<file path="src/rtl/tsfp_pkg.sv">
// shared types and constants of the target select frame packer
package tsfp_pkg;

  localparam int CLASS_COUNT_DEFAULT = 64;

  localparam int COORD_W  = 16;
  localparam int C2_W     = 18;
  localparam int CENTRE_W = 17;
  localparam int CONF_W   = 10;
  localparam int SQ_W     = 2 * C2_W;
  localparam int DIST_W   = SQ_W + 1;
  localparam int AREA_W   = 2 * COORD_W;
  localparam int CLASS_W  = 6;
  localparam int MASK_W   = 64;
  localparam int MODE_W   = 2;
  localparam int CFG_IDX_W = 3;
  localparam int CFG_DATA_W = 64;
  localparam int IN_DATA_W = 80;
  localparam int IN_USER_W = 8;
  localparam int OUT_DATA_W = 8;
  localparam int BYTE_IDX_W = 3;

  localparam logic [CFG_IDX_W-1:0] REG_CENTRE_X = 3'd0;
  localparam logic [CFG_IDX_W-1:0] REG_CENTRE_Y = 3'd1;
  localparam logic [CFG_IDX_W-1:0] REG_MIN_CONF = 3'd2;
  localparam logic [CFG_IDX_W-1:0] REG_MODE     = 3'd3;
  localparam logic [CFG_IDX_W-1:0] REG_CLASS_MASK = 3'd4;

  localparam logic [CENTRE_W-1:0] CENTRE_X_RESET = 17'd1280;
  localparam logic [CENTRE_W-1:0] CENTRE_Y_RESET = 17'd1024;
  localparam logic [CONF_W-1:0]   MIN_CONF_RESET = 10'd512;

  localparam logic [MODE_W-1:0] MODE_CLOSEST   = 2'd0;
  localparam logic [MODE_W-1:0] MODE_HIGH_CONF = 2'd1;
  localparam logic [MODE_W-1:0] MODE_LARGEST   = 2'd2;
  localparam logic [MODE_W-1:0] MODE_CLOSEST_ALT = 2'd3;

  localparam logic [7:0] FRAME_HEAD0 = 8'hFA;
  localparam logic [7:0] FRAME_HEAD1 = 8'hFB;
  localparam logic [7:0] FRAME_TAIL0 = 8'hFC;
  localparam logic [7:0] FRAME_TAIL1 = 8'hFD;

  localparam logic [BYTE_IDX_W-1:0] BYTE_HEAD0 = 3'd0;
  localparam logic [BYTE_IDX_W-1:0] BYTE_HEAD1 = 3'd1;
  localparam logic [BYTE_IDX_W-1:0] BYTE_XLO   = 3'd2;
  localparam logic [BYTE_IDX_W-1:0] BYTE_XHI   = 3'd3;
  localparam logic [BYTE_IDX_W-1:0] BYTE_YLO   = 3'd4;
  localparam logic [BYTE_IDX_W-1:0] BYTE_YHI   = 3'd5;
  localparam logic [BYTE_IDX_W-1:0] BYTE_TAIL0 = 3'd6;
  localparam logic [BYTE_IDX_W-1:0] BYTE_TAIL1 = 3'd7;

  typedef struct packed {
    logic              valid;
    logic              last;
    logic              ok;
    logic [C2_W-1:0]   cx2;
    logic [C2_W-1:0]   cy2;
    logic [CONF_W-1:0] conf;
    logic [DIST_W-1:0] dist_sq;
    logic [AREA_W-1:0] area;
  } cand_t;

  typedef struct packed {
    logic               valid;
    logic [COORD_W-1:0] x;
    logic [COORD_W-1:0] y;
  } frame_t;

endpackage

</file>
<file path="src/rtl/tsfp_front.sv">
// input register, qualification, centre, distance and area pipeline
module tsfp_front import tsfp_pkg::*; #(
  parameter int CLASS_COUNT = CLASS_COUNT_DEFAULT
) (
  input  logic                  clk,
  input  logic                  rst,
  input  logic                  adv,
  input  logic                  in_valid,
  input  logic [CLASS_W-1:0]    class_id,
  input  logic                  has_box,
  input  logic [COORD_W-1:0]    box_x,
  input  logic [COORD_W-1:0]    box_y,
  input  logic [COORD_W-1:0]    box_width,
  input  logic [COORD_W-1:0]    box_height,
  input  logic [CONF_W-1:0]     confidence,
  input  logic                  last_in_message,
  input  logic [CENTRE_W-1:0]   centre_x,
  input  logic [CENTRE_W-1:0]   centre_y,
  input  logic [CONF_W-1:0]     min_conf,
  input  logic [MASK_W-1:0]     class_mask,
  output cand_t                 cand
);

  localparam logic [CLASS_W:0] CLASS_LIMIT = (CLASS_W + 1)'(CLASS_COUNT);

  // stage 1: input register
  logic               v1, last1, box1;
  logic [CLASS_W-1:0] cls1;
  logic [COORD_W-1:0] bx1, by1, bw1, bh1;
  logic [CONF_W-1:0]  conf1;

  // stage 2: qualified, centres and differences
  logic               v2, last2, ok2;
  logic [C2_W-1:0]    cx2_2, cy2_2, dx2, dy2;
  logic [CONF_W-1:0]  conf2;
  logic [COORD_W-1:0] bw2, bh2;

  // stage 3: products
  logic               v3, last3, ok3;
  logic [C2_W-1:0]    cx2_3, cy2_3;
  logic [CONF_W-1:0]  conf3;
  logic [SQ_W-1:0]    sqx3, sqy3;
  logic [AREA_W-1:0]  area3;

  // stage 4: distance sum
  logic               v4, last4, ok4;
  logic [C2_W-1:0]    cx2_4, cy2_4;
  logic [CONF_W-1:0]  conf4;
  logic [DIST_W-1:0]  dist4;
  logic [AREA_W-1:0]  area4;

  logic            allowed;
  logic [C2_W-1:0] cx2_c, cy2_c, cxc, cyc;

  always_comb begin
    allowed = ({1'b0, cls1} < CLASS_LIMIT) && class_mask[cls1];
    cx2_c = {1'b0, bx1, 1'b0} + {2'b00, bw1};
    cy2_c = {1'b0, by1, 1'b0} + {2'b00, bh1};
    cxc = {1'b0, centre_x};
    cyc = {1'b0, centre_y};
  end

  always_ff @(posedge clk) begin
    if (rst) begin
      v1 <= 1'b0;
      v2 <= 1'b0;
      v3 <= 1'b0;
      v4 <= 1'b0;
    end else if (adv) begin
      v1 <= in_valid;
      v2 <= v1;
      v3 <= v2;
      v4 <= v3;
    end
  end

  always_ff @(posedge clk) begin
    if (adv) begin
      last1 <= last_in_message;
      box1  <= has_box;
      cls1  <= class_id;
      bx1   <= box_x;
      by1   <= box_y;
      bw1   <= box_width;
      bh1   <= box_height;
      conf1 <= confidence;

      last2 <= last1;
      ok2   <= allowed && box1 && (conf1 >= min_conf);
      cx2_2 <= cx2_c;
      cy2_2 <= cy2_c;
      dx2   <= (cx2_c >= cxc) ? cx2_c - cxc : cxc - cx2_c;
      dy2   <= (cy2_c >= cyc) ? cy2_c - cyc : cyc - cy2_c;
      conf2 <= conf1;
      bw2   <= bw1;
      bh2   <= bh1;

      last3 <= last2;
      ok3   <= ok2;
      cx2_3 <= cx2_2;
      cy2_3 <= cy2_2;
      conf3 <= conf2;
      sqx3  <= SQ_W'(dx2) * SQ_W'(dx2);
      sqy3  <= SQ_W'(dy2) * SQ_W'(dy2);
      area3 <= AREA_W'(bw2) * AREA_W'(bh2);

      last4 <= last3;
      ok4   <= ok3;
      cx2_4 <= cx2_3;
      cy2_4 <= cy2_3;
      conf4 <= conf3;
      dist4 <= {1'b0, sqx3} + {1'b0, sqy3};
      area4 <= area3;
    end
  end

  always_comb begin
    cand.valid   = v4;
    cand.last    = last4;
    cand.ok      = ok4;
    cand.cx2     = cx2_4;
    cand.cy2     = cy2_4;
    cand.conf    = conf4;
    cand.dist_sq = dist4;
    cand.area    = area4;
  end

endmodule

</file>
<file path="src/rtl/tsfp_select.sv">
// best box keeping and frame coordinate rounding
module tsfp_select import tsfp_pkg::*; (
  input  logic                clk,
  input  logic                rst,
  input  logic                adv,
  input  cand_t               cand,
  input  logic [MODE_W-1:0]   mode,
  output frame_t              push
);

  logic               have_best;
  logic [C2_W-1:0]    best_cx2, best_cy2;
  logic [CONF_W-1:0]  best_conf;
  logic [DIST_W-1:0]  best_dist;
  logic [AREA_W-1:0]  best_area;

  logic               better, take, have_next, step;
  logic [C2_W-1:0]    fx2, fy2;
  logic [C2_W:0]      rx, ry;
  logic [C2_W-1:0]    hx, hy;

  always_comb begin
    unique case (mode)
      MODE_HIGH_CONF:   better = cand.conf > best_conf;
      MODE_LARGEST:     better = cand.area > best_area;
      MODE_CLOSEST,
      MODE_CLOSEST_ALT: better = cand.dist_sq < best_dist;
      default:          better = cand.dist_sq < best_dist;
    endcase
    take = cand.ok && (!have_best || better);
    have_next = have_best || cand.ok;
    step = adv && cand.valid;
    fx2 = take ? cand.cx2 : best_cx2;
    fy2 = take ? cand.cy2 : best_cy2;
    // round half up to whole pixels
    rx = {1'b0, fx2} + (C2_W + 1)'(1);
    ry = {1'b0, fy2} + (C2_W + 1)'(1);
    hx = rx[C2_W:1];
    hy = ry[C2_W:1];
  end

  always_ff @(posedge clk) begin
    if (rst) begin
      have_best  <= 1'b0;
      best_cx2   <= '0;
      best_cy2   <= '0;
      best_conf  <= '0;
      best_dist  <= '0;
      best_area  <= '0;
      push.valid <= 1'b0;
      push.x     <= '0;
      push.y     <= '0;
    end else begin
      push.valid <= step && cand.last && have_next;
      if (step) begin
        // saturated coordinates
        push.x <= (hx[C2_W-1:COORD_W] != '0) ? '1 : hx[COORD_W-1:0];
        push.y <= (hy[C2_W-1:COORD_W] != '0) ? '1 : hy[COORD_W-1:0];
        if (cand.last) begin
          have_best <= 1'b0;
          best_cx2  <= '0;
          best_cy2  <= '0;
          best_conf <= '0;
          best_dist <= '0;
          best_area <= '0;
        end else if (take) begin
          have_best <= 1'b1;
          best_cx2  <= cand.cx2;
          best_cy2  <= cand.cy2;
          best_conf <= cand.conf;
          best_dist <= cand.dist_sq;
          best_area <= cand.area;
        end
      end
    end
  end

endmodule

</file>
<file path="src/rtl/tsfp_framer.sv">
// eight-byte frame serialiser on the output stream
module tsfp_framer import tsfp_pkg::*; (
  input  logic                  clk,
  input  logic                  rst,
  input  frame_t                push,
  output logic                  busy,
  output logic                  m_tvalid,
  input  logic                  m_tready,
  output logic [OUT_DATA_W-1:0] m_tdata,
  output logic                  m_tlast
);

  logic [BYTE_IDX_W-1:0] cnt;
  logic [COORD_W-1:0]    fx, fy;

  always_ff @(posedge clk) begin
    if (rst) begin
      busy <= 1'b0;
      cnt  <= BYTE_HEAD0;
    end else if (push.valid) begin
      busy <= 1'b1;
      cnt  <= BYTE_HEAD0;
    end else if (busy && m_tready) begin
      if (cnt == BYTE_TAIL1) begin
        busy <= 1'b0;
      end
      cnt <= cnt + BYTE_IDX_W'(1);
    end
  end

  always_ff @(posedge clk) begin
    if (push.valid) begin
      fx <= push.x;
      fy <= push.y;
    end
  end

  always_comb begin
    unique case (cnt)
      BYTE_HEAD0: m_tdata = FRAME_HEAD0;
      BYTE_HEAD1: m_tdata = FRAME_HEAD1;
      BYTE_XLO:   m_tdata = fx[7:0];
      BYTE_XHI:   m_tdata = fx[15:8];
      BYTE_YLO:   m_tdata = fy[7:0];
      BYTE_YHI:   m_tdata = fy[15:8];
      BYTE_TAIL0: m_tdata = FRAME_TAIL0;
      BYTE_TAIL1: m_tdata = FRAME_TAIL1;
      default:    m_tdata = FRAME_TAIL1;
    endcase
    m_tvalid = busy;
    m_tlast  = busy && (cnt == BYTE_TAIL1);
  end

endmodule

</file>
<file path="src/rtl/target_select_frame_packer_unit.sv">
// top level of the target select frame packer
// a last beat passes the front stages and the select push register before its frame is sent
// throughput: one input beat per cycle; a frame is eight output beats, and a last
// beat waiting on a frame still being sent holds the whole pipeline
// reset: synchronous, clears the registers to their defaults, the kept best
// box and the frame in flight
module target_select_frame_packer_unit import tsfp_pkg::*; #(
  parameter int CLASS_COUNT = CLASS_COUNT_DEFAULT
) (
  input  logic                  clk,
  input  logic                  rst,
  input  logic                  s_tvalid,
  output logic                  s_tready,
  // box_x, box_y, box_width, box_height, confidence, zero fill
  input  logic [IN_DATA_W-1:0]  s_tdata,
  // class_id, has_box, zero fill
  input  logic [IN_USER_W-1:0]  s_tuser,
  input  logic                  s_tlast,
  output logic                  m_tvalid,
  input  logic                  m_tready,
  // frame_byte
  output logic [OUT_DATA_W-1:0] m_tdata,
  output logic                  m_tlast,
  input  logic                  cfg_wr_en,
  input  logic [CFG_IDX_W-1:0]  cfg_index,
  input  logic [CFG_DATA_W-1:0] cfg_wr_data
);

  logic [CENTRE_W-1:0] centre_x, centre_y;
  logic [CONF_W-1:0]   min_conf;
  logic [MODE_W-1:0]   mode;
  logic [MASK_W-1:0]   class_mask;

  cand_t  cand;
  frame_t push;
  logic   frame_busy, adv;

  always_ff @(posedge clk) begin
    if (rst) begin
      centre_x   <= CENTRE_X_RESET;
      centre_y   <= CENTRE_Y_RESET;
      min_conf   <= MIN_CONF_RESET;
      mode       <= MODE_CLOSEST;
      class_mask <= '1;
    end else if (cfg_wr_en) begin
      unique case (cfg_index)
        REG_CENTRE_X:   centre_x   <= cfg_wr_data[CENTRE_W-1:0];
        REG_CENTRE_Y:   centre_y   <= cfg_wr_data[CENTRE_W-1:0];
        REG_MIN_CONF:   min_conf   <= cfg_wr_data[CONF_W-1:0];
        REG_MODE:       mode       <= cfg_wr_data[MODE_W-1:0];
        REG_CLASS_MASK: class_mask <= cfg_wr_data[MASK_W-1:0];
        default: ;
      endcase
    end
  end

  // a frame needs the serialiser free before the last beat may pass
  assign adv = !(cand.valid && cand.last && (frame_busy || push.valid));
  assign s_tready = adv;

  tsfp_front #(
    .CLASS_COUNT(CLASS_COUNT)
  ) u_front (
    .clk            (clk),
    .rst            (rst),
    .adv            (adv),
    .in_valid       (s_tvalid),
    .class_id       (s_tuser[5:0]),
    .has_box        (s_tuser[6]),
    .box_x          (s_tdata[15:0]),
    .box_y          (s_tdata[31:16]),
    .box_width      (s_tdata[47:32]),
    .box_height     (s_tdata[63:48]),
    .confidence     (s_tdata[73:64]),
    .last_in_message(s_tlast),
    .centre_x       (centre_x),
    .centre_y       (centre_y),
    .min_conf       (min_conf),
    .class_mask     (class_mask),
    .cand           (cand)
  );

  tsfp_select u_select (
    .clk (clk),
    .rst (rst),
    .adv (adv),
    .cand(cand),
    .mode(mode),
    .push(push)
  );

  tsfp_framer u_framer (
    .clk     (clk),
    .rst     (rst),
    .push    (push),
    .busy    (frame_busy),
    .m_tvalid(m_tvalid),
    .m_tready(m_tready),
    .m_tdata (m_tdata),
    .m_tlast (m_tlast)
  );

  a_push_when_free: assert property (@(posedge clk) disable iff (rst)
    push.valid |-> !frame_busy)
    else $error("frame pushed while serialiser busy");

  a_stall_cause: assert property (@(posedge clk) disable iff (rst)
    !s_tready |-> (frame_busy || push.valid))
    else $error("input stalled with serialiser free");

  a_frame_done: assert property (@(posedge clk) disable iff (rst)
    (m_tvalid && m_tready && m_tlast) |=> !m_tvalid)
    else $error("output beat after end of frame");

  a_frame_start: assert property (@(posedge clk) disable iff (rst)
    push.valid |=> (m_tvalid && (m_tdata == FRAME_HEAD0)))
    else $error("frame did not start with header");

endmodule

</file>
<file path="config.mk">
export PLATFORM = sky130hd
export DESIGN_NAME = target_select_frame_packer_unit
export DESIGN_NICKNAME = d
export VERILOG_FILES = /design/src/rtl/tsfp_pkg.sv /design/src/rtl/tsfp_front.sv /design/src/rtl/tsfp_select.sv /design/src/rtl/tsfp_framer.sv /design/src/rtl/target_select_frame_packer_unit.sv
export SDC_FILE = /design/constraint.sdc
export NUM_CORES = 2
export LEC_CHECK = 0
export BUFFER_PORTS_ARGS = -buffer_cell sky130_fd_sc_hd__buf_2
export CELL_PAD_IN_SITES_DETAIL_PLACEMENT = 0
export CELL_PAD_IN_SITES_GLOBAL_PLACEMENT = 1
export CORE_UTILIZATION = 45
export CTS_CLUSTER_SIZE = 10
export DETAILED_ROUTE_END_ITERATION = 7
export GPL_TIMING_DRIVEN = 0
export PLACE_DENSITY_LB_ADDON = 0.2
export SLEW_MARGIN = 10
export SYNTH_ARGS = -nofsm -noshare
export SYNTH_HDL_FRONTEND = slang
export SYNTH_SLANG_ARGS = --single-unit
</file>
<file path="constraint.sdc">
create_clock -name clk -period 28.3 [get_ports clk]
set_clock_uncertainty 0.1 [all_clocks]
set_input_delay 1.415 -clock clk [delete_from_list [all_inputs] [get_ports clk]]
set_output_delay 1.415 -clock clk [all_outputs]
set_load 0.005 [all_outputs]
</file>
==> parameters.txt <==
Parameter                              Value

Synth
  Warnings, synthesis ... 0
  Post-synthesis cell count ... 5951
  Share of synthesized cell area in full adder, half adder and majority cells ... 32.3%
  Library cell with the largest summed area after synthesis ... edfxtp_1
  Most frequent cell after synthesis ... inv_1
  XOR/XNOR share of the synthesized area ... 2.93%
  Mux share of post-synthesis cell area ... 1.75%
  FF+latch count, synth ... 762
  Number of nets produced by synthesis ... 7303
  Number of enable flip-flop cells after synthesis ... 495
  Avg Cell Area, Syn ... 10.2 um2
  Top cells by area, synth ... edfxtp_1, fa_1, ha_1, dfxtp_1, inv_1
  Dominant combinational cell family by area after synthesis ... adder cells
  Top_reg_cell synth ... edfxtp_1
  Proportion of synthesized chip area in sequential cells ... 33.2%
  Share of synthesized flip-flops with an asynchronous set or reset ... 0%
  Post-synth cell types ... 90
  Top cell type's share of synthesized area ... 24.4%
  Compound-cell area share of the yosys netlist ... 9.33%
  Most frequent cells after synthesis ... inv_1, nand2_1, fa_1
  Simple-gate area share of the yosys netlist ... 12.9%
  Netlist area before placement ... 60900 um2

Clock network
  Post-CTS setup buffer count ... 0
  Root buffer cell ... clkbuf_16
  Clock-pin slew reported for the worst setup and hold paths after clock tree synthesis ... 60 ps
  Number of buffers created by CTS ... 92
  Worst-skew pair later-pin latency ... 710 ps
  Deepest level of the CTS H-tree ... 3
  CTS sink cnt ... 762
  Number of buffers between clock root and the deepest sink ... 3
  # resized after CTS ... 0
  Hold-fix buffers, CTS ... 0
  CTS tree ... built

Floorplan
  Starting density of the core ... 45.5%
  Total number of placement rows ... 134
  Total die area ... 137000 um2
  Vertical extent of the die ... 370 um
  Count of boundary I/O pins ... 172
  Area of the core region ... 134000 um2
  DIE WIDTH ... 370 um

STA
  TNS Setup ... 0 ps
  Max Freq ... 118 MHz
  Worst slew margin relative to its limit ... 11.7%
  Hold violation total from the final report ... 0
  Setup repair after global routing missed its margin ... no
  Number of setup violations in the final report ... 0
  Slew Limit Fails ... 0
  Fraction of the cycle the final worst path needs ... 29.9%
  Slew @ Worst Pin ... 1320 ps
  Period minus WS final ... 8470 ps
  Final critical-path setup slack ... 19830 ps

Finish
  Area used by multi-input combinational logic ... 36000 um2
  Total area of sequential cells ... 20200 um2
  Area grow syn2layout ... 10.6%
  Fraction of layout instances using a drive strength above 1 ... 6.92%
  Layout Nets ... 7619
  Filler Cell Count ... 12400
  Final non-filler cell area ... 67400 um2
  Final Instance Count excl. Fillers ... 8120

Global routing
  First-pass GRT wire length ... 248 mm
  Vias in the first global route ... 42900
  Maximum number of pins on one net before global-route repair ... 21
  Total routing resource utilization after global routing ... 23.5%
  Total congestion overflow ... 0
  Initial antenna violation count ... 21

Worst setup path
  R2r setup slk ... 19830 ps
  Most prevalent standard cell on the critical path ... fa_1
  Family with the most delay on the worst path ... adder cells
  Crit Path Class ... flip-flop to flip-flop
  Arrival time of the worst setup path ... 8780 ps
  Worst Path Max Fanout ... 10
  Reg2reg start ... u_front.dy2[4]$_DFFE_PN_
  Worst path required time ... 28610 ps
  Maximum cell stage delay along the critical path ... 720 ps
  R2R cell count ... 25
  Number of gates on the worst path with buffers counted ... 25
  Kind of end point of the critical path ... flip-flop
  Reg2reg end ... u_front.sqy3[35]$_DFFE_PN_
  Critical path startpoint category ... flip-flop
  WP buf/inv ... 7
  Slowest-stage cell, CP ... edfxtp_1

Routing
  TritonRoute pass-1 iters ... 6
  Number of remaining DRC errors ... 0
  Routed length per placed instance ... 19.4 um
  Detail-routed via count per cell ... 5.20
  Routed WL ... 158 mm
  Antenna-violating nets left ... 0
  Via count ... 42200
  First DRT Iteration DRCs ... 2542

Hold path
  End point of the worst hold path ... u_front.cy2_3[17]$_DFFE_PN_
  Min-Delay Path Depth ... 0
  Worst hold-check path type ... flip-flop to flip-flop
  Hold Path Origin ... u_front.cy2_2[17]$_DFFE_PN_

Placed design
  Pre-CTS WS ... 19810 ps
  Placer congestion estimate ... 0.888
  Count of input and output buffers ... 163
  Detailed Place HPWL ... 127 mm
  Area post-placement ... 64400 um2
  Placed cell count ... 7941

Flow run
  Total of max-cap violations ... 0

Status
  Result of the run ... finished, final reports clean
-- cell type report --
cell class                 count  area share [%]
sequential                   762            30.0
multi-input combinational   3947            53.5
clock inverter                15           0.445
clock buffer                 158            3.93
antenna                        6          0.0223
buffer                       211            1.22
tap                         1768            3.28
inverter                    1031            5.74
timing repair buffer         222            1.91
-- layer usage --
layer	track usage [%]	share of wire (%)	vias to the layer above	wire length, um
li1	-	-	20300	-
met1	32.0	45	20800	71600
met2	39.2	47	894	74900
met3	3.44	4.8	200	7500
met4	5.86	2.2	28	3520
met5	0	0.10	-	165
-- how the worst max path moves through the flow --
stage                            startpoint                          to
6_report           u_front.dy2[4]$_DFFE_PN_  u_front.sqy3[35]$_DFFE_PN_
3_5_place_dp       u_front.dy2[4]$_DFFE_PN_  u_front.sqy3[35]$_DFFE_PN_
4_1_cts            u_front.dy2[4]$_DFFE_PN_  u_front.sqy3[35]$_DFFE_PN_
2_1_floorplan  u_select.push[32]$_SDFF_PP0_     u_front.v4$_SDFFE_PP0N_
5_1_grt            u_front.dy2[4]$_DFFE_PN_  u_front.sqy3[35]$_DFFE_PN_
3_3_place_gp   u_select.push[32]$_SDFF_PP0_                    s_tready
-- sequential cells by signal, summed over array words and instances (netlist names), 17 cells and up --
| signal | count |
|---|---|
| u_front.area3 | 32 |
| u_front.cx2_2 | 17 |
| u_select.best_dist | 37 |
| u_front.cy2_2 | 17 |
| class_mask | 64 |
| u_front.dx2 | 18 |
| centre_x | 17 |
| u_front.area4 | 32 |
| u_front.cx2_3 | 18 |
| u_front.sqx3 | 35 |
| u_front.cy2_4 | 18 |
| u_select.best_cy2 | 18 |
| u_front.dy2 | 18 |
| u_select.push | 33 |
| u_front.cy2_3 | 18 |
| u_front.dist4 | 37 |
| u_select.best_cx2 | 18 |
| u_front.cx2_4 | 18 |
| centre_y | 17 |
| u_front.sqy3 | 35 |
| u_select.best_area | 32 |
-- kinds of logic after synthesis --
logic type | after synthesis
xor gates and xnor gates | 204
AOI/OAI and AO/OA | 831
buffers and inverters | 1242
adders and majority gates | 1191
DFF | 762
muxes | 78
and+or+nand+nor | 1643
-- through the flow --
step                      hold slack [ps]  utilization (%)
after global placement                301             47.7
final                                 303             50.3
after detailed placement              305             48.1
after global routing                  306             50.3
after floorplan                       300                -
after CTS                             290             50.3
-- worst reg2reg max path, cell delays in order, from the launching register on --
cell and delay, ps:
edfxtp_1 720, clkbuf_1 680, nand2_1 260, fa_1 570, inv_1 60, fa_1 530
inv_1 50, fa_1 480, fa_1 550, inv_1 50, fa_1 470, inv_1 50
fa_1 480, inv_1 40, ha_1 260, clkbuf_1 260, a41o_1 240, nand2_1 50
a21bo_2 230, a311oi_1 560, o2111ai_1 260, a31oi_1 340, nor3_1 140, o31ai_1 410
o221ai_1 210, xnor2_1 180
-- cells in the final DEF, fill, tap and decap left out, types with 21 or more instances in the layout --
| master | instances |
|---|---|
| nand2_1 | 645 |
| nand3_1 | 84 |
| o21bai_1 | 22 |
| clkbuf_16 | 94 |
| and3_1 | 33 |
| nand3b_1 | 69 |
| o21ai_0 | 113 |
| fa_1 | 634 |
| a21oi_1 | 224 |
| edfxtp_1 | 495 |
| nor2b_1 | 44 |
| xor2_1 | 59 |
| buf_4 | 55 |
| clkbuf_1 | 241 |
| mux2i_1 | 40 |
| and2_1 | 259 |
| nor3_1 | 57 |
| a22oi_1 | 122 |
| nand2b_1 | 26 |
| nor2_1 | 332 |
| a21o_1 | 69 |
| o21a_1 | 38 |
| dfxtp_1 | 266 |
| a211oi_1 | 46 |
| xnor2_1 | 145 |
| buf_2 | 180 |
| a31oi_1 | 23 |
| mux4_2 | 21 |
| inv_1 | 1031 |
| ha_1 | 557 |
Power is not shown: default switching activity piles up to over one toggle a cycle in this logic, so the estimate is an artifact.
